## src/hdl/ifr_pkg.sv

```systemverilog
// ============================================================================
// ifr_pkg
// Shared types and constants of the info frame receiver.
// ============================================================================
package ifr_pkg;

    localparam int MAX_PAYLOAD = 1024;
    localparam int COUNT_W     = 11;
    localparam int CFG_IDX_W   = 3;

    localparam logic [7:0] ESC_XOR   = 8'h20;
    localparam logic [7:0] ZERO_BYTE = 8'h00;

    // Configuration register indexes
    localparam logic [CFG_IDX_W-1:0] REG_FLAG  = 3'd0;
    localparam logic [CFG_IDX_W-1:0] REG_ESC   = 3'd1;
    localparam logic [CFG_IDX_W-1:0] REG_ADDR  = 3'd2;
    localparam logic [CFG_IDX_W-1:0] REG_CTRL0 = 3'd3;
    localparam logic [CFG_IDX_W-1:0] REG_CTRL1 = 3'd4;

    // Result kinds
    localparam logic [1:0] KIND_PAYLOAD = 2'd0;
    localparam logic [1:0] KIND_ACCEPT  = 2'd1;
    localparam logic [1:0] KIND_REJECT  = 2'd2;
    localparam logic [1:0] KIND_LENGTH  = 2'd3;

    // Receiver phases
    localparam logic [2:0] PH_HUNT     = 3'd0;
    localparam logic [2:0] PH_GOT_FLAG = 3'd1;
    localparam logic [2:0] PH_GOT_ADDR = 3'd2;
    localparam logic [2:0] PH_GOT_CTRL = 3'd3;
    localparam logic [2:0] PH_DATA     = 3'd4;

    localparam logic [COUNT_W-1:0] COUNT_LIMIT = COUNT_W'(MAX_PAYLOAD);

    typedef struct packed {
        logic [7:0] flag_value;
        logic [7:0] escape_value;
        logic [7:0] address_value;
        logic [7:0] control_seq_zero;
        logic [7:0] control_seq_one;
    } ifr_cfg_t;

    // One classified line byte. Matches that depend on the sequence bit are
    // given for both values so the back end picks the one it needs.
    typedef struct packed {
        logic [7:0] data;
        logic       is_flag;
        logic       is_escape;
        logic       is_address;
        logic [1:0] ctrl_hit;
        logic [1:0] hcheck_hit;
    } ifr_token_t;

endpackage

```

## src/hdl/ifr_front.sv

```systemverilog
// ============================================================================
// ifr_front
// Accepts line bytes and classifies them against the configured codes.
// ============================================================================
module ifr_front (
    input  logic                clk,
    input  logic                rst_n,
    input  ifr_pkg::ifr_cfg_t   cfg,
    input  logic                in_valid,
    output logic                in_ready,
    input  logic [7:0]          line_byte,
    input  logic                queue_full,
    output logic                push,
    output ifr_pkg::ifr_token_t token
);
    import ifr_pkg::*;

    logic [7:0] hcheck0;
    logic [7:0] hcheck1;
    logic [15:0] accepted_reg;
    logic [15:0] accepted_next;

    assign hcheck0 = cfg.address_value ^ cfg.control_seq_zero;
    assign hcheck1 = cfg.address_value ^ cfg.control_seq_one;

    assign in_ready = !queue_full;
    assign push     = in_valid && in_ready;

    always_comb
    begin
        token.data          = line_byte;
        token.is_flag       = (line_byte == cfg.flag_value);
        token.is_escape     = (line_byte == cfg.escape_value);
        token.is_address    = (line_byte == cfg.address_value);
        token.ctrl_hit[0]   = (line_byte == cfg.control_seq_zero);
        token.ctrl_hit[1]   = (line_byte == cfg.control_seq_one);
        token.hcheck_hit[0] = (line_byte == hcheck0);
        token.hcheck_hit[1] = (line_byte == hcheck1);
    end

    // Free-running count of accepted bytes, kept for the assertions below.
    assign accepted_next = accepted_reg + 16'd1;

    always_ff @(posedge clk or negedge rst_n)
    begin
        if (!rst_n)
        begin
            accepted_reg <= '0;
        end
        else if (push)
        begin
            accepted_reg <= accepted_next;
        end
    end

    a_no_push_full: assert property (@(posedge clk) disable iff (!rst_n)
        queue_full |-> !push)
        else $error("byte accepted while the queue is full");

    a_count_step: assert property (@(posedge clk) disable iff (!rst_n)
        push |=> accepted_reg == $past(accepted_next))
        else $error("accepted byte count did not advance");

    a_count_hold: assert property (@(posedge clk) disable iff (!rst_n)
        !push |=> $stable(accepted_reg))
        else $error("accepted byte count moved without a transaction");

endmodule

```

## src/hdl/ifr_queue.sv

```systemverilog
// ============================================================================
// ifr_queue
// Two-entry queue of classified bytes between the front and back ends.
// ============================================================================
module ifr_queue (
    input  logic                clk,
    input  logic                rst_n,
    input  logic                push,
    input  ifr_pkg::ifr_token_t push_token,
    output logic                full,
    input  logic                pop,
    output logic                head_valid,
    output ifr_pkg::ifr_token_t head_token
);
    import ifr_pkg::*;

    ifr_token_t slot_reg [2];
    logic       wr_ptr_reg;
    logic       wr_ptr_next;
    logic       rd_ptr_reg;
    logic       rd_ptr_next;
    logic [1:0] fill_reg;
    logic [1:0] fill_next;

    assign full       = (fill_reg == 2'd2);
    assign head_valid = (fill_reg != 2'd0);
    assign head_token = slot_reg[rd_ptr_reg];

    always_comb
    begin
        wr_ptr_next = push ? !wr_ptr_reg : wr_ptr_reg;
        rd_ptr_next = pop ? !rd_ptr_reg : rd_ptr_reg;
        fill_next   = fill_reg;
        if (push && !pop)
        begin
            fill_next = fill_reg + 2'd1;
        end
        else if (pop && !push)
        begin
            fill_next = fill_reg - 2'd1;
        end
    end

    always_ff @(posedge clk)
    begin
        if (push)
        begin
            slot_reg[wr_ptr_reg] <= push_token;
        end
    end

    always_ff @(posedge clk or negedge rst_n)
    begin
        if (!rst_n)
        begin
            wr_ptr_reg <= 1'b0;
            rd_ptr_reg <= 1'b0;
            fill_reg   <= 2'd0;
        end
        else
        begin
            wr_ptr_reg <= wr_ptr_next;
            rd_ptr_reg <= rd_ptr_next;
            fill_reg   <= fill_next;
        end
    end

    a_fill_range: assert property (@(posedge clk) disable iff (!rst_n)
        fill_reg != 2'd3)
        else $error("queue fill count out of range");

    a_no_underflow: assert property (@(posedge clk) disable iff (!rst_n)
        pop |-> head_valid)
        else $error("pop from an empty queue");

    a_ptr_fill: assert property (@(posedge clk) disable iff (!rst_n)
        (fill_reg == 2'd1) |-> (wr_ptr_reg != rd_ptr_reg))
        else $error("queue pointers disagree with fill count");

endmodule

```

## src/hdl/ifr_back.sv

```systemverilog
// ============================================================================
// ifr_back
// Frame state machine: header hunt, un-escaping, check and verdicts.
// ============================================================================
module ifr_back (
    input  logic                         clk,
    input  logic                         rst_n,
    input  logic                         head_valid,
    input  ifr_pkg::ifr_token_t          head_token,
    output logic                         pop,
    output logic                         out_valid,
    input  logic                         out_ready,
    output logic [1:0]                   kind,
    output logic [7:0]                   payload_byte,
    output logic                         sequence_bit,
    output logic [ifr_pkg::COUNT_W-1:0]  payload_count
);
    import ifr_pkg::*;

    logic [2:0]         phase_reg;
    logic [2:0]         phase_next;
    logic               esc_reg;
    logic               esc_next;
    logic [7:0]         held_reg;
    logic [7:0]         held_next;
    logic               held_valid_reg;
    logic               held_valid_next;
    logic [7:0]         check_reg;
    logic [7:0]         check_next;
    logic [COUNT_W-1:0] count_reg;
    logic [COUNT_W-1:0] count_next;
    logic               seq_reg;
    logic               seq_next;

    logic               out_valid_reg;
    logic               out_valid_next;
    logic [1:0]         kind_reg;
    logic [1:0]         kind_next;
    logic [7:0]         byte_reg;
    logic [7:0]         byte_next;
    logic               oseq_reg;
    logic               oseq_next;
    logic [COUNT_W-1:0] ocount_reg;
    logic [COUNT_W-1:0] ocount_next;

    logic               produce;
    logic [7:0]         value;
    logic [COUNT_W-1:0] count_inc;

    assign pop       = head_valid && (!out_valid_reg || out_ready);
    assign value     = esc_reg ? (head_token.data ^ ESC_XOR) : head_token.data;
    assign count_inc = count_reg + COUNT_W'(1);

    always_comb
    begin
        phase_next      = phase_reg;
        esc_next        = esc_reg;
        held_next       = held_reg;
        held_valid_next = held_valid_reg;
        check_next      = check_reg;
        count_next      = count_reg;
        seq_next        = seq_reg;
        produce         = 1'b0;
        kind_next       = kind_reg;
        byte_next       = byte_reg;
        oseq_next       = oseq_reg;
        ocount_next     = ocount_reg;

        if (pop)
        begin
            case (phase_reg)
                PH_HUNT:
                begin
                    if (head_token.is_flag)
                    begin
                        phase_next = PH_GOT_FLAG;
                    end
                end
                PH_GOT_FLAG:
                begin
                    if (head_token.is_address)
                    begin
                        phase_next = PH_GOT_ADDR;
                    end
                    else if (!head_token.is_flag)
                    begin
                        phase_next = PH_HUNT;
                    end
                end
                PH_GOT_ADDR:
                begin
                    if (head_token.ctrl_hit[seq_reg])
                    begin
                        phase_next = PH_GOT_CTRL;
                    end
                    else if (head_token.is_flag)
                    begin
                        phase_next = PH_GOT_FLAG;
                    end
                    else
                    begin
                        phase_next = PH_HUNT;
                    end
                end
                PH_GOT_CTRL:
                begin
                    if (head_token.hcheck_hit[seq_reg])
                    begin
                        phase_next      = PH_DATA;
                        esc_next        = 1'b0;
                        held_next       = ZERO_BYTE;
                        held_valid_next = 1'b0;
                        check_next      = ZERO_BYTE;
                        count_next      = '0;
                    end
                    else if (head_token.is_flag)
                    begin
                        phase_next = PH_GOT_FLAG;
                    end
                    else
                    begin
                        phase_next = PH_HUNT;
                    end
                end
                PH_DATA:
                begin
                    if (head_token.is_flag)
                    begin
                        // Closing flag: a pending escape is dropped.
                        produce     = 1'b1;
                        byte_next   = ZERO_BYTE;
                        oseq_next   = seq_reg;
                        ocount_next = count_reg;
                        if (!held_valid_reg)
                        begin
                            kind_next = KIND_LENGTH;
                        end
                        else if (held_reg == check_reg)
                        begin
                            kind_next = KIND_ACCEPT;
                            seq_next  = !seq_reg;
                        end
                        else
                        begin
                            kind_next = KIND_REJECT;
                        end
                        phase_next      = PH_HUNT;
                        esc_next        = 1'b0;
                        held_next       = ZERO_BYTE;
                        held_valid_next = 1'b0;
                        check_next      = ZERO_BYTE;
                        count_next      = '0;
                    end
                    else if (!esc_reg && head_token.is_escape)
                    begin
                        esc_next = 1'b1;
                    end
                    else
                    begin
                        esc_next = 1'b0;
                        if (!held_valid_reg)
                        begin
                            held_next       = value;
                            held_valid_next = 1'b1;
                        end
                        else if (count_reg >= COUNT_LIMIT)
                        begin
                            produce         = 1'b1;
                            kind_next       = KIND_LENGTH;
                            byte_next       = ZERO_BYTE;
                            oseq_next       = seq_reg;
                            ocount_next     = count_reg;
                            phase_next      = PH_HUNT;
                            held_next       = ZERO_BYTE;
                            held_valid_next = 1'b0;
                            check_next      = ZERO_BYTE;
                            count_next      = '0;
                        end
                        else
                        begin
                            produce     = 1'b1;
                            kind_next   = KIND_PAYLOAD;
                            byte_next   = held_reg;
                            oseq_next   = seq_reg;
                            ocount_next = count_inc;
                            check_next  = check_reg ^ held_reg;
                            count_next  = count_inc;
                            held_next   = value;
                        end
                    end
                end
                default:
                begin
                    phase_next = PH_HUNT;
                end
            endcase
        end

        if (produce)
        begin
            out_valid_next = 1'b1;
        end
        else if (out_ready)
        begin
            out_valid_next = 1'b0;
        end
        else
        begin
            out_valid_next = out_valid_reg;
        end
    end

    always_ff @(posedge clk or negedge rst_n)
    begin
        if (!rst_n)
        begin
            phase_reg      <= PH_HUNT;
            esc_reg        <= 1'b0;
            held_reg       <= ZERO_BYTE;
            held_valid_reg <= 1'b0;
            check_reg      <= ZERO_BYTE;
            count_reg      <= '0;
            seq_reg        <= 1'b0;
            out_valid_reg  <= 1'b0;
        end
        else
        begin
            phase_reg      <= phase_next;
            esc_reg        <= esc_next;
            held_reg       <= held_next;
            held_valid_reg <= held_valid_next;
            check_reg      <= check_next;
            count_reg      <= count_next;
            seq_reg        <= seq_next;
            out_valid_reg  <= out_valid_next;
        end
    end

    always_ff @(posedge clk)
    begin
        kind_reg   <= kind_next;
        byte_reg   <= byte_next;
        oseq_reg   <= oseq_next;
        ocount_reg <= ocount_next;
    end

    assign out_valid     = out_valid_reg;
    assign kind          = kind_reg;
    assign payload_byte  = byte_reg;
    assign sequence_bit  = oseq_reg;
    assign payload_count = ocount_reg;

    a_held_in_data: assert property (@(posedge clk) disable iff (!rst_n)
        (held_valid_reg || esc_reg) |-> (phase_reg == PH_DATA))
        else $error("frame state live outside the payload phase");

    a_count_limit: assert property (@(posedge clk) disable iff (!rst_n)
        count_reg <= COUNT_LIMIT)
        else $error("payload count beyond the frame limit");

    a_payload_count: assert property (@(posedge clk) disable iff (!rst_n)
        (out_valid_reg && (kind_reg == KIND_PAYLOAD)) |-> (ocount_reg != '0))
        else $error("payload byte delivered with a zero count");

    a_seq_toggle: assert property (@(posedge clk) disable iff (!rst_n)
        (seq_reg != $past(seq_reg)) |->
            (out_valid_reg && (kind_reg == KIND_ACCEPT)))
        else $error("sequence changed without an accepted frame");

endmodule

```

## src/hdl/info_frame_receiver.sv

```systemverilog
// ============================================================================
// info_frame_receiver
// Receive side of a byte-stuffed framing link: header hunt, un-escaping,
// one-byte-late payload delivery and frame check verdicts.
// ============================================================================
//
//  Channel   Handshake              Payload
//  -------   --------------------   -------------------------------------------
//  input     in_valid / in_ready    line_byte
//  output    out_valid / out_ready  kind, payload_byte, sequence_bit,
//                                   payload_count
//  config    cfg_valid / cfg_ready  cfg_index, cfg_data
//
// One line byte is taken per cycle while the queue has room; each byte gives
// at most one result transaction. Accepted bytes pass through the classifier
// queue; the frame state machine acts on each as it leaves and registers any
// result. The sustained rate is one byte per cycle while out_ready stays high.
// Reset brings the control and configuration registers (not the result fields
// or queue slots) to their defaults and the receiver to hunting for an opening
// flag. A stalled output holds the result and the back end stops; the front
// end keeps taking bytes until its two-entry queue fills.
//
module info_frame_receiver (
    input  logic                            clk,
    input  logic                            rst_n,
    input  logic                            in_valid,
    output logic                            in_ready,
    input  logic [7:0]                      line_byte,
    output logic                            out_valid,
    input  logic                            out_ready,
    output logic [1:0]                      kind,
    output logic [7:0]                      payload_byte,
    output logic                            sequence_bit,
    output logic [ifr_pkg::COUNT_W-1:0]     payload_count,
    input  logic                            cfg_valid,
    output logic                            cfg_ready,
    input  logic [ifr_pkg::CFG_IDX_W-1:0]   cfg_index,
    input  logic [7:0]                      cfg_data
);
    import ifr_pkg::*;

    // Configuration registers. Unenforced: the user must write only while the
    // receiver is idle, so no byte in flight sees a half-updated set of codes.
    ifr_cfg_t   cfg_reg;
    ifr_cfg_t   cfg_next;

    // Front end to queue, and queue to back end.
    ifr_token_t front_token;
    logic       front_push;
    logic       queue_full;
    ifr_token_t head_token;
    logic       head_valid;
    logic       back_pop;

    // The configuration channel never stalls.
    assign cfg_ready = 1'b1;

    always_comb
    begin
        cfg_next = cfg_reg;
        if (cfg_valid)
        begin
            case (cfg_index)
                REG_FLAG:  cfg_next.flag_value       = cfg_data;
                REG_ESC:   cfg_next.escape_value     = cfg_data;
                REG_ADDR:  cfg_next.address_value    = cfg_data;
                REG_CTRL0: cfg_next.control_seq_zero = cfg_data;
                REG_CTRL1: cfg_next.control_seq_one  = cfg_data;
                default:   cfg_next = cfg_reg;
            endcase
        end
    end

    always_ff @(posedge clk or negedge rst_n)
    begin
        if (!rst_n)
        begin
            cfg_reg.flag_value       <= 8'h7E;
            cfg_reg.escape_value     <= 8'h7D;
            cfg_reg.address_value    <= 8'h03;
            cfg_reg.control_seq_zero <= 8'h00;
            cfg_reg.control_seq_one  <= 8'h40;
        end
        else
        begin
            cfg_reg <= cfg_next;
        end
    end

    // Front end: takes a line byte whenever the queue has room and tags it
    // with every compare the state machine may need.
    ifr_front u_front (
        .clk        (clk),
        .rst_n      (rst_n),
        .cfg        (cfg_reg),
        .in_valid   (in_valid),
        .in_ready   (in_ready),
        .line_byte  (line_byte),
        .queue_full (queue_full),
        .push       (front_push),
        .token      (front_token)
    );

    // Two entries decouple the input handshake from output back-pressure.
    ifr_queue u_queue (
        .clk        (clk),
        .rst_n      (rst_n),
        .push       (front_push),
        .push_token (front_token),
        .full       (queue_full),
        .pop        (back_pop),
        .head_valid (head_valid),
        .head_token (head_token)
    );

    // Back end: frame state machine with the registered result slot.
    ifr_back u_back (
        .clk           (clk),
        .rst_n         (rst_n),
        .head_valid    (head_valid),
        .head_token    (head_token),
        .pop           (back_pop),
        .out_valid     (out_valid),
        .out_ready     (out_ready),
        .kind          (kind),
        .payload_byte  (payload_byte),
        .sequence_bit  (sequence_bit),
        .payload_count (payload_count)
    );

endmodule

```

## config.mk

```make
export PLATFORM = sky130hd
export DESIGN_NAME = info_frame_receiver
export DESIGN_NICKNAME = d
export VERILOG_FILES = /design/src/hdl/ifr_pkg.sv /design/src/hdl/ifr_front.sv /design/src/hdl/ifr_queue.sv /design/src/hdl/ifr_back.sv /design/src/hdl/info_frame_receiver.sv
export SDC_FILE = /design/constraint.sdc
export NUM_CORES = 1
export LEC_CHECK = 0
export BUFFER_PORTS_ARGS = -buffer_cell sky130_fd_sc_hd__clkbuf_2
export CORE_MARGIN = 1.5
export CORE_UTILIZATION = 48
export CTS_CLUSTER_DIAMETER = 40
export DETAILED_ROUTE_END_ITERATION = 12
export PLACE_DENSITY = 0.66
export SYNTH_ARGS = -nofsm -noshare
export SYNTH_HDL_FRONTEND = slang
export SYNTH_SLANG_ARGS = --single-unit
```

## constraint.sdc

```tcl
create_clock -name clk -period 2.9 [get_ports clk]
set_input_delay 0 -clock clk [delete_from_list [all_inputs] [get_ports clk]]
set_output_delay 0 -clock clk [all_outputs]
set_load 0.02 [all_outputs]
```

### After elaboration in Yosys (flattened, before gate mapping)

Memory sizes are Yosys's and may differ from the RTL's.
Cells that the tools add are included.

| cells by class | value |
|---|---|
| eq/ne operators | 24 |
| add/sub/neg operators | 3 |
| $lt $le $gt $ge | 2 |
| mux-type cells | 69 |
| bitwise logic cells | 4 |
| reductions and logical operators | 32 |

Operator list:

| operator | number |
|---|---|
| two-way mux 11 bit | 9 |
| two-way mux 8 bit | 12 |
| == test 8 bit | 8 |
| one-hot mux 8 bit (2 select lines) | 2 |
| two-way mux 3 bit | 9 |
| two-way mux 1 bit | 24 |
| XOR 8 bit | 3 |
| one-hot mux 11 bit (2 select lines) | 1 |
| two-way mux 2 bit | 8 |
| one-hot mux 3 bit (5 select lines) | 1 |
| == test 3 x 2 -> 1 bit (second input constant) | 4 |
| adder 11 x 1 -> 11 bit (second input constant) | 1 |
| greater-or-equal comparator 11 bit (second input constant) | 1 |
| AND reduction 2 bit | 5 |
| AND reduction 5 bit | 2 |
| nonzero test 2 bit | 5 |
| zero test 1 bit | 8 |
| AND reduction 4 bit | 2 |
| == test 3 x 1 -> 1 bit (second input constant) | 2 |
| == test 3 bit (second input constant) | 2 |
| zero test 3 bit | 2 |
| two-way mux 6 bit | 1 |
| inequality test 2 x 1 -> 1 bit (second input constant) | 3 |
| inequality test 3 x 1 -> 1 bit (second input constant) | 2 |
| other kinds (12) | 17 |

| word-level totals | value |
|---|---|
| logic and storage cells | 155 |
| memory bits (writable) | 30 |
| bits of input ports | 24 |
| register bits | 100 |
| output and inout bits | 25 |
| memories kept | 1 |

Memory list:

| name | depth | bits a word | rd ports | clocked after Yosys merged registers in | wr ports | RTL line | source |
|---|---|---|---|---|---|---|---|
| u_queue.slot_reg | 2 | 15 | 1 | 0 | 1 | ifr_queue.sv:17 | `ifr_token_t slot_reg [2];` |

### Depth between registers and ports, before layout

Gate-level depths: netlist of run 1.
An unclocked memory read counts as a cell.

| depth | value |
|---|---|
| depth in word-level cells | 8 |
| mapped depth | 7 |
| mapped depth without buffers | 7 |

### Modules after synthesis

A second synthesis of run 1 with hierarchy kept.

| unflattened totals | value |
|---|---|
| cell total of the unflattened synthesis | 488 |
| area total of the unflattened synthesis | 6593.8 sq um |

By module, submodules not included:

| module | area each (sq um) | cells each | seq. area each (sq um) | times used |
|---|---|---|---|---|
| ifr_back | 2787.7 | 240 | 1511.4 | 1 |
| info_frame_receiver | 1559.0 | 90 | 1019.7 | 1 |
| ifr_queue | 1323.8 | 63 | 1001.0 | 1 |
| ifr_front | 923.4 | 95 | 0.0 | 1 |

### Worst setup path before layout of run 1

No wires, ideal clock.

| timing | value |
|---|---|
| path kind | register -> register |
| start | register u_back.out_valid_reg (netlist: u_back.out_valid) |
| end | register u_back.kind_reg[0] (netlist: u_back.kind[0]), enable pin |
| buffers on the path | 0 |
| arrival time | 2.129 ns |
| data required time | 2.491 ns |
| path slack | 0.362 ns |
| setup time | 0.409 ns |
| stages on the path, launching flop included | 5 |
| path through | dfrtp_1 > nor2b_1 > nor2_2 > nand2_1 > a21oi_1 |

| on the way | value |
|---|---|
| longest elaborated chain between the ends | 4 |

RTL lines:

| element | RTL line | source |
|---|---|---|
| start, declared | ifr_back.sv:35 | `logic out_valid_reg;` |
| start signal, assigned | ifr_back.sv:235 | `out_valid_reg <= out_valid_next;` |
| zero test 1 bit | ifr_back.sv:50 | `assign pop = head_valid && (!out_valid_reg \|\| out_ready);` |
| logical OR 1 bit | ifr_back.sv:50 |  |
| logical AND 1 bit | ifr_back.sv:50 |  |
| AND reduction 4 bit (no line) | - |  |
| end signal, assigned | ifr_back.sv:241 | `kind_reg <= kind_next;` |
| end, declared | ifr_back.sv:37 | `logic [1:0] kind_reg;` |

Every way passes these cells.
A chain may end at the register's enable or synchronous reset.

### Final worst setup path of run 1

| timing | value |
|---|---|
| start | register u_queue.rd_ptr_reg |
| end | register u_back.check_reg[1] |

| on the way | value |
|---|---|
| longest elaborated chain between the ends | 5 |
| elaborated cells between the ends (all ways) | 10 |

RTL lines:

| element | RTL line | source |
|---|---|---|
| start, declared | ifr_queue.sv:20 | `logic rd_ptr_reg;` |
| start signal, assigned | ifr_queue.sv:63 | `rd_ptr_reg <= rd_ptr_next;` |
| memory (2 x 15 bit) * | - |  |
| two-way mux 1 bit (not written as such) (2 in a row) | ifr_back.sv:107 | `if (head_token.hcheck_hit[seq_reg])` |
| inequality test 2 x 1 -> 1 bit (no line) | - |  |
| AND reduction 5 bit (no line) | - |  |
| end signal, assigned | ifr_back.sv:232 | `check_reg <= check_next;` |
| end, declared | ifr_back.sv:28 | `logic [7:0] check_reg;` |

Every way passes the cells marked *; elsewhere a longest branch is shown, timed or not. The select of a mux whose other input is x is not followed.

==> qor.yml, run 1 <==
status: "complete, no violations"
tns_ns: 0
fin_nets: 599
hold_viol: 0
yosysWarningCount: 0
cp-startpoint: "u_queue.rd_ptr_reg$_DFFE_PN0P_"
initial_utilization: 0.496
h-tree-depth: 4
first_pass_iters: 4
report.final.slew_viol_count: 0
start_kind: "flop"
tightest_slew_ns: 1.01
ys_types: 54
timing.final.crit_share: 0.793
slowest_delay_ns: 0.71
die_y_um: 118
largest_reg_flops: 40
cts-buffers-inserted: 17
yosysTopAreaCell: "dfrtp_1"
grt_util_met3: 0.0475
synth_edf_count: 52
drv_cap: 0
cp_data_required_time_ns: 3.24
dp_hpwl_um: 8360
drtIter0Drc: 228
netlist_area_um2: 6300
drt-vias-per-instance: 5.24
crit_path_cell_trace: "mux4_2 -> nor3b_4 -> o211ai_4 -> o21ai_0 -> o21ai_1"
path_delay_family: "compound AO/OA/AOI/OAI gates"
ys_top_cells_by_area: "dfrtp_1 25%, edfxtp_1 25%, mux2_2 7.7%"
skew_ns: 0.0162
clock_latency_ns: 0.43
grt_pass1_vias: 4048
ys.flop_type: "dfrtp_1"
gp_congestion: 0.860
placed_area_um2: 6670
r2r_slack_ns: 0.60
cp-end-kind: "flop"
synth.avg_cell_area_um2: 12.5
boundaryPins: 49
setup_viol: 0
slew_headroom: 0.328
mappedNetlistNets: 531
ys_seq_area_frac: 0.560
total_power_mw: 5.85
area_delta_synth_final_pct: 17.7
worst-path-buf-inv: 0
drive_gt1_frac: 0.298
clk_path_buf_depth: 2
cp_max_fo: 23
antenna_cells: 0
portBuffers: 47
fin_area_um2: 7420
grt_use_met1: 0.230
synthArstFlopShare: 0.600
drt_drc_violations_left: 0
synthCells: 503
ys_ff_latch: 130
grt_pass1_wl_um: 20400
critPathCapture: "u_back.check_reg[1]$_DFFE_PN0P_"
cts_resized: 0
rr_startpoint: "u_queue.rd_ptr_reg$_DFFE_PN0P_"
path_class: "flop to flop"
period_needed_ns: 2.30
worstHoldPathType: "primary input to flop"
fmax_ghz: 0.435
ctsRootBufferMaster: "clkbuf_16"
gr-max-usage-layer: "met2"
wl_um: 12100
r2r_cells: 5
ant_nets: 0
clock-sinks: 130
p_per_area_nw_per_um2: 788
dieArea_um2: 13800
dr_total_vias: 3964
gr-total-overflow: 0
cts_tree: "done"
p_leak_nw: 3.06
core-area_um2: 12700
ir_drop_mv: 0.426
clkSlewWorstSetupHoldPaths_ns: 0.06
r2r-end: "u_back.check_reg[1]$_DFFE_PN0P_"
slowest_stage: "o211ai_4"
cp.arrival_ns: 2.64
die_width_um: 118
yosysTopAreaCellShare: 0.250
worstHoldStart: "cfg_index[2]"
placementRows: 41
grt_usage: 0.187
crit_cells: 5
met2_usage: 0.319
hold_ws_ns: 0.0923
rsz0062_at_grt: "false"
wl_per_cell_um: 16.0
grt_max_degree: 79
antenna_found_initial: 0
## synthesized netlist by cell type, types with 2 or more instances
master and instances:
ha_1 4, nor3_1 3, nor2_1 36, nand3_1 7
o21ai_1 8, nor2b_1 4, mux2i_1 11, nand2_1 32
edfxtp_1 52, mux2_2 43, a31oi_1 3, o31ai_1 14
a21oi_1 3, xor2_1 27, dfrtp_1 63, inv_1 8
nor4_1 3, o21ai_2 18, clkbuf_1 14, nor3b_2 2
and3_1 12, xnor2_1 52, buf_6 6, dfstp_2 15
nand4_1 14, nand2b_1 12, o21ai_0 10
## repair_timing
action | 4_1_cts | 5_1_grt
hold buffers | 19 | 0
hold endpoints to repair | 121 | 0
buffers inserted | 0 | 0
## layout make-up
cell class	instances	area (um^2)
clock buffer	24	514
clock inverter	8	46.3
fill	1090	5300
inverter	8	30.0
multi-input combinational	342	2610
sequential	130	3530
tap	172	215
timing repair buffer	72	473
## worst min-delay path by stage
| stage | to | slack, ns | depth (start not counted) |
|---|---|---|---|
| after floorplan | cfg_reg[0]$_DFFE_PN0P_ | -0.30 | 0 |
| after global placement | u_back.count_reg[9]$_DFFE_PN0P_ | 0.23 | 1 |
| after detailed placement | u_back.count_reg[9]$_DFFE_PN0P_ | 0.24 | 1 |
| after CTS | cfg_reg[0]$_DFFE_PN0P_ | 0.09 | 4 |
| after global routing | cfg_reg[0]$_DFFE_PN0P_ | 0.13 | 3 |
| final | cfg_reg[0]$_DFFE_PN0P_ | 0.09 | 4 |
## metal layers
metal,share of wire,vias to the layer above
li1,-,1925
met1,0.44,1957
met2,0.51,68
met3,0.029,14
met4,0.016,0
met5,0,-
## cell families (layout without fill, tap and decap cells)
group,after synthesis,after routing,synth area share
fa+ha+maj,4,4,0.00794
mux,56,56,0.0996
xor+xnor,79,79,0.110
simple gates,137,137,0.115
compound gates,65,65,0.0804
flops,130,130,0.560
buf+inv,31,112,0.0264
other cells,1,1,0.000595
## through the flow
stage / instances / worst slack (ns) / utilization
after floorplan: 503 / 0.362 / -
after global placement: 705 / 0.643 / 0.524
after detailed placement: 705 / 0.610 / 0.524
after CTS: 756 / 0.587 / 0.583
after global routing: 756 / 0.444 / 0.583
final: 756 / 0.601 / 0.583
## worst min-delay path, cell delays in order
cell      delay (ns)
clkbuf_2        0.09
nand2_1         0.06
nor3_2          0.10
mux2_2          0.23
## layout by cell type, fill, tap and decap left out, types with 3 or more instances in the layout
cell,synthesis,routed
nand2b_1,12,12
xnor2_1,52,52
and3_1,12,12
dlygate4sd3_1,0,19
clkbuf_2,0,46
a31oi_1,3,3
ha_1,4,4
o21ai_1,8,8
nor3_1,3,3
buf_4,1,7
nand4_1,14,14
xor2_1,27,27
o31ai_1,14,14
o21ai_0,10,10
inv_1,8,8
nor4_1,3,3
nor2b_1,4,4
nand2_1,32,32
dfrtp_1,63,63
mux2i_1,11,11
nand3_1,7,7
dfstp_2,15,15
edfxtp_1,52,52
clkbuf_16,0,19
inv_4,0,3
o21ai_2,18,18
clkbuf_1,14,3
mux2_2,43,43
nor2_1,36,36
clkinv_2,0,4
## report_power, final
group          switching (mW)  internal (mW)
registers               0.237           2.27
clock network           0.766           1.23
logic                   0.752          0.589
total                    1.76           4.09
Note: power is estimated with default switching activity, not from simulation.
==> run 2, diff against run 1 <==
- clock period: 2.9 -> 2.2 ns (I/O delays scaled with it)
==> qor.yml, run 2 (same netlist as run 1, synthesis figures left out) <==
status: "complete, no violations"
final_cell_mix: "63 x dfrtp_1, 52 x xnor2_1, 52 x edfxtp_1"
slew_headroom: 0.514
period_needed_ns: 2.09
p_int_mw: 5.52
gr-total-overflow: 0
clock_latency_ns: 0.42
fin_ws_ns: 0.111
crit_top_cell: "buf_4"
placed_area_um2: 6800
initial_utilization: 0.496
post_cts_buffers: 0
cts-buffers-inserted: 17
antenna_found_initial: 0
die_width_um: 118
ant_nets: 0
power_switching_share: 0.291
clkSlewWorstSetupHoldPaths_ns: 0.05
setup_viol: 0
slowest_stage: "dfrtp_1"
fin_nets: 614
dr_total_vias: 4026
cp-startpoint: "u_queue.rd_ptr_reg$_DFFE_PN0P_"
p_leak_nw: 3.13
grt_pass1_wl_um: 20300
ctsRootBufferMaster: "clkbuf_16"
tightest_slew_ns: 0.726
first_pass_iters: 4
cts_tree: "done"
clock-sinks: 130
p_clk_frac: 0.333
fin_area_um2: 7580
die_y_um: 118
seqCellArea_um2: 3530
dp_hpwl_um: 8470
wl_um: 12300
post-place-ws_ns: 0.0250
r2r_cells: 7
path_class: "flop to flop"
h-tree-depth: 4
cp.arrival_ns: 2.39
clk_path_buf_depth: 2
report.final.slew_viol_count: 0
start_kind: "flop"
antenna_cells: 0
wl_per_cell_um: 16.0
portBuffers: 47
hold_viol: 0
gp_congestion: 0.853
skew_ns: 0.00689
rsz0062_at_grt: "false"
pwr-share-seq: 0.424
tns_ns: 0
final_common_cell: "dfrtp_1"
area_delta_synth_final_pct: 20.2
grt_usage: 0.188
cp-end-kind: "flop"
dieArea_um2: 13800
drt-vias-per-instance: 5.23
r2r-end: "u_back.count_reg[5]$_DFFE_PN0P_"
largest_reg_flops: 40
placementRows: 41
timing.final.crit_share: 0.950
r2r_slack_ns: 0.11
boundaryPins: 49
comb_power_share: 0.244
crit_path_cell_trace: "buf_4 -> mux2i_2 -> nand2_1 -> nor3_1 -> o211ai_2 -> buf_4 -> o31ai_1"
drv_cap: 0
cp_data_required_time_ns: 2.50
worstHoldPathType: "primary input to asynchronous set/reset pin"
grt_max_degree: 47
drtIter0Drc: 214
drive_gt1_frac: 0.314
fill_cells: 1059
core-area_um2: 12700
slowest_delay_ns: 0.39
cp_max_fo: 15
fmax_ghz: 0.479
drt_drc_violations_left: 0
p_sw_mw: 2.27
multiInputGateArea_um2: 2640
ir_drop_mv: 0.525
grt_pass1_vias: 4120
p_per_area_nw_per_um2: 1030
rr_startpoint: "u_queue.rd_ptr_reg$_DFFE_PN0P_"
run 2: changes by cell type in the layout (fill, tap and decap cells not counted), sizes merged:
cell,change
buf,+14
clkbuf,+3
inv,-3
clkinv,-1
o211ai,+1
run 2: area by class of cell:
cell class | count | area share
clock buffer | 27 | 0.0707
multi-input combinational | 343 | 0.348
clock inverter | 4 | 0.00297
inverter | 8 | 0.00396
tap | 172 | 0.0284
timing repair buffer | 86 | 0.0796
sequential | 130 | 0.466
run 2: per-layer routing:
layer | global-route usage | routed length, um
met1 | 0.225 | 5210
met2 | 0.315 | 6270
met3 | 0.0494 | 515
met4 | 0.0968 | 287
met5 | 0 | 0
run 2: repair_timing:
action | 4_1_cts | 5_1_grt
endpoints found under the setup margin | 0 | 19
endpoints found under the hold margin | 121 | 0
resized for setup | 0 | 3
hold buffers | 19 | 0
run 2: how the worst max path moves through the flow:
| stage | end | slack, ns | cells past startpoint |
|---|---|---|---|
| floorplan | u_back.kind[0]$_DFFE_PP_ | 0.15 | 4 |
| global placement | u_back.check_reg[2]$_DFFE_PN0P_ | 0.06 | 5 |
| detailed placement | u_back.check_reg[2]$_DFFE_PN0P_ | 0.03 | 5 |
| CTS | u_back.check_reg[2]$_DFFE_PN0P_ | 0.02 | 5 |
| global route | u_back.count_reg[5]$_DFFE_PN0P_ | 0.00009 | 7 |
| finish | u_back.count_reg[5]$_DFFE_PN0P_ | 0.11 | 7 |
run 2: stage by stage:
| stage | hold slack (ns) | instances | utilization | power [mW] |
|---|---|---|---|---|
| after floorplan | -0.296 | 503 | - | 4.68 |
| after global placement | -0.0153 | 719 | 0.535 | 5.11 |
| after detailed placement | -0.0100 | 719 | 0.535 | 5.17 |
| after CTS | 0.0863 | 769 | 0.593 | 7.82 |
| after global routing | 0.115 | 770 | 0.596 | 8.21 |
| final | 0.0792 | 770 | 0.596 | 7.79 |
run 2: worst max-delay path: cells and delay by family, from the launching register on:
kind / cells / cell delay [ns]
AOI/OAI and AO/OA: 2 / 0.37
buffers and inverters: 2 / 0.39
DFF: 1 / 0.39
muxes: 1 / 0.36
and+or+nand+nor: 2 / 0.46
run 2: power groups by stage:
stage	registers (mW)	clock network, mW	logic, mW
3_5_place_dp	3.34	0	1.83
6_report	3.30	2.59	1.90
5_1_grt	3.35	2.76	2.10
2_1_floorplan	3.26	0	1.42
4_1_cts	3.30	2.64	1.88
3_3_place_gp	3.32	0	1.79
==> run 3, diff against run 2 <==
- clock period: 2.2 -> 2.3 ns (I/O delays scaled with it)
==> qor.yml, run 3 (same netlist as run 1, synthesis figures left out) <==
drtIter0Drc: 149
r2r_slack_ns: 0.16
gr-total-overflow: 0
worstHoldStart: "cfg_index[1]"
drt-vias-per-instance: 5.24
gp_congestion: 0.849
fmax_ghz: 0.467
hold_path_depth: 3
core-area_um2: 12700
skew_ns: 0.00831
final_cell_mix: "63 x dfrtp_1, 52 x xnor2_1, 52 x edfxtp_1"
ctsRootBufferMaster: "clkbuf_16"
post_cts_buffers: 0
rr_startpoint: "u_queue.rd_ptr_reg$_DFFE_PN0P_"
ant_nets: 0
dr_total_vias: 4020
cp-startpoint: "u_queue.rd_ptr_reg$_DFFE_PN0P_"
total_power_mw: 7.68
report.final.slew_viol_count: 0
placementRows: 41
cp_data_required_time_ns: 2.60
slew_headroom: 0.324
dieArea_um2: 13800
pwr-share-seq: 0.411
drive_gt1_frac: 0.314
worstHoldPathType: "primary input to flop"
antenna_cells: 0
boundaryPins: 49
p_sw_mw: 2.21
period_needed_ns: 2.14
largest_reg_flops: 40
hold_viol: 0
dp_hpwl_um: 8270
rsz0062_at_grt: "false"
grt_pass1_vias: 4175
tns_ns: 0
clkSlewWorstSetupHoldPaths_ns: 0.05
cts_tree: "done"
portBuffers: 47
fin_nets: 610
h-tree-depth: 4
slowest_stage: "or3_1"
antenna_found_initial: 0
tightest_slew_ns: 1.01
grt_max_degree: 79
cp_max_fo: 12
p_int_mw: 5.46
r2r_cells: 6
hold_ws_ns: 0.132
min_to: "cfg_reg[1]$_DFFE_PN0P_"
crit_path_cell_trace: "buf_4 -> mux2_2 -> or3_1 -> o211ai_4 -> o21ai_1 -> o31ai_1"
r2r-end: "u_back.count_reg[7]$_DFFE_PN0P_"
final_common_cell: "dfrtp_1"
clk_path_buf_depth: 2
first_pass_iters: 4
comb_power_share: 0.233
p_clk_frac: 0.356
status: "complete, no violations"
p_per_area_nw_per_um2: 1010
p_leak_nw: 3.15
area_delta_synth_final_pct: 20.8
slowest_delay_ns: 0.50
cp-end-kind: "flop"
power_switching_share: 0.288
ir_drop_mv: 0.576
timing.final.crit_share: 0.931
path_delay_family: "simple AND/OR/NAND/NOR gates"
drv_cap: 0
initial_utilization: 0.496
cts-buffers-inserted: 17
crit_cells: 6
clock-sinks: 130
die_width_um: 118
clock_latency_ns: 0.42
worst-path-buf-inv: 1
wl_um: 12100
die_y_um: 118
start_kind: "flop"
grt_usage: 0.189
grt_pass1_wl_um: 20500
path_class: "flop to flop"
cp.arrival_ns: 2.44
setup_viol: 0
drt_drc_violations_left: 0
wl_per_cell_um: 15.8
-- run 3: cell count changes in the layout (fill, tap and decap cells not counted), moves of 2 or more --
| cell | delta |
|---|---|
| buf_4 | -3 |
| clkbuf_1 | -3 |
| clkbuf_16 | +3 |
| inv_4 | +2 |
-- run 3: repair_timing --
action                                  4_1_cts  5_1_grt
hold buffers                                 19        0
hold endpoints to repair                    121        0
endpoints found under the setup margin        0       14
gates resized for setup                       0        4
-- run 3: tightest hold or removal path, cell delays in order --
cell      delay [ns]
clkbuf_2        0.14
nor3_2          0.13
mux2_2          0.24
-- run 3: area by class of cell --
type / count / area (um^2)
clock buffer: 27 / 599
timing repair buffer: 82 / 561
clock inverter: 5 / 27.5
multi-input combinational: 343 / 2650
fill: 1049 / 5110
inverter: 8 / 30.0
sequential: 130 / 3530
tap: 172 / 215
-- run 3: through the flow --
| step | cell area, um^2 | worst slack [ns] | instances | util |
|---|---|---|---|---|
| finish | 7610 | 0.160 | 767 | 0.598 |
| global route | 7610 | 0.0305 | 767 | 0.598 |
| CTS | 7570 | 0.0351 | 766 | 0.595 |
| detailed placement | 6760 | 0.0244 | 715 | 0.531 |
| global placement | 6760 | 0.125 | 715 | 0.531 |
| floorplan | 6310 | 0.249 | 503 | - |
-- run 3: worst max path at each step --
stage / slack [ns] / endpoint
2_1_floorplan: 0.25 / u_back.kind[0]$_DFFE_PP_
3_3_place_gp: 0.12 / u_back.check_reg[2]$_DFFE_PN0P_
3_5_place_dp: 0.02 / u_back.count_reg[7]$_DFFE_PN0P_
4_1_cts: 0.04 / u_back.count_reg[7]$_DFFE_PN0P_
5_1_grt: 0.03 / u_back.count_reg[7]$_DFFE_PN0P_
6_report: 0.16 / u_back.count_reg[7]$_DFFE_PN0P_
-- run 3: power groups by stage --
stage / registers (mW) / logic [mW] / clock network [mW]
floorplan: 3.12 / 1.36 / 0
CTS: 3.15 / 1.75 / 2.79
finish: 3.16 / 1.79 / 2.74
detailed placement: 3.20 / 1.71 / 0
global placement: 3.18 / 1.67 / 0
global route: 3.21 / 1.98 / 2.90
-- run 3: metal layers --
metal | up-vias | GRT usage | wire length, um
li1 | 1944 | - | -
met1 | 1984 | 0.222 | 5260
met2 | 70 | 0.323 | 6170
met3 | 22 | 0.0552 | 423
met4 | 0 | 0.0793 | 261
met5 | - | 0 | 0
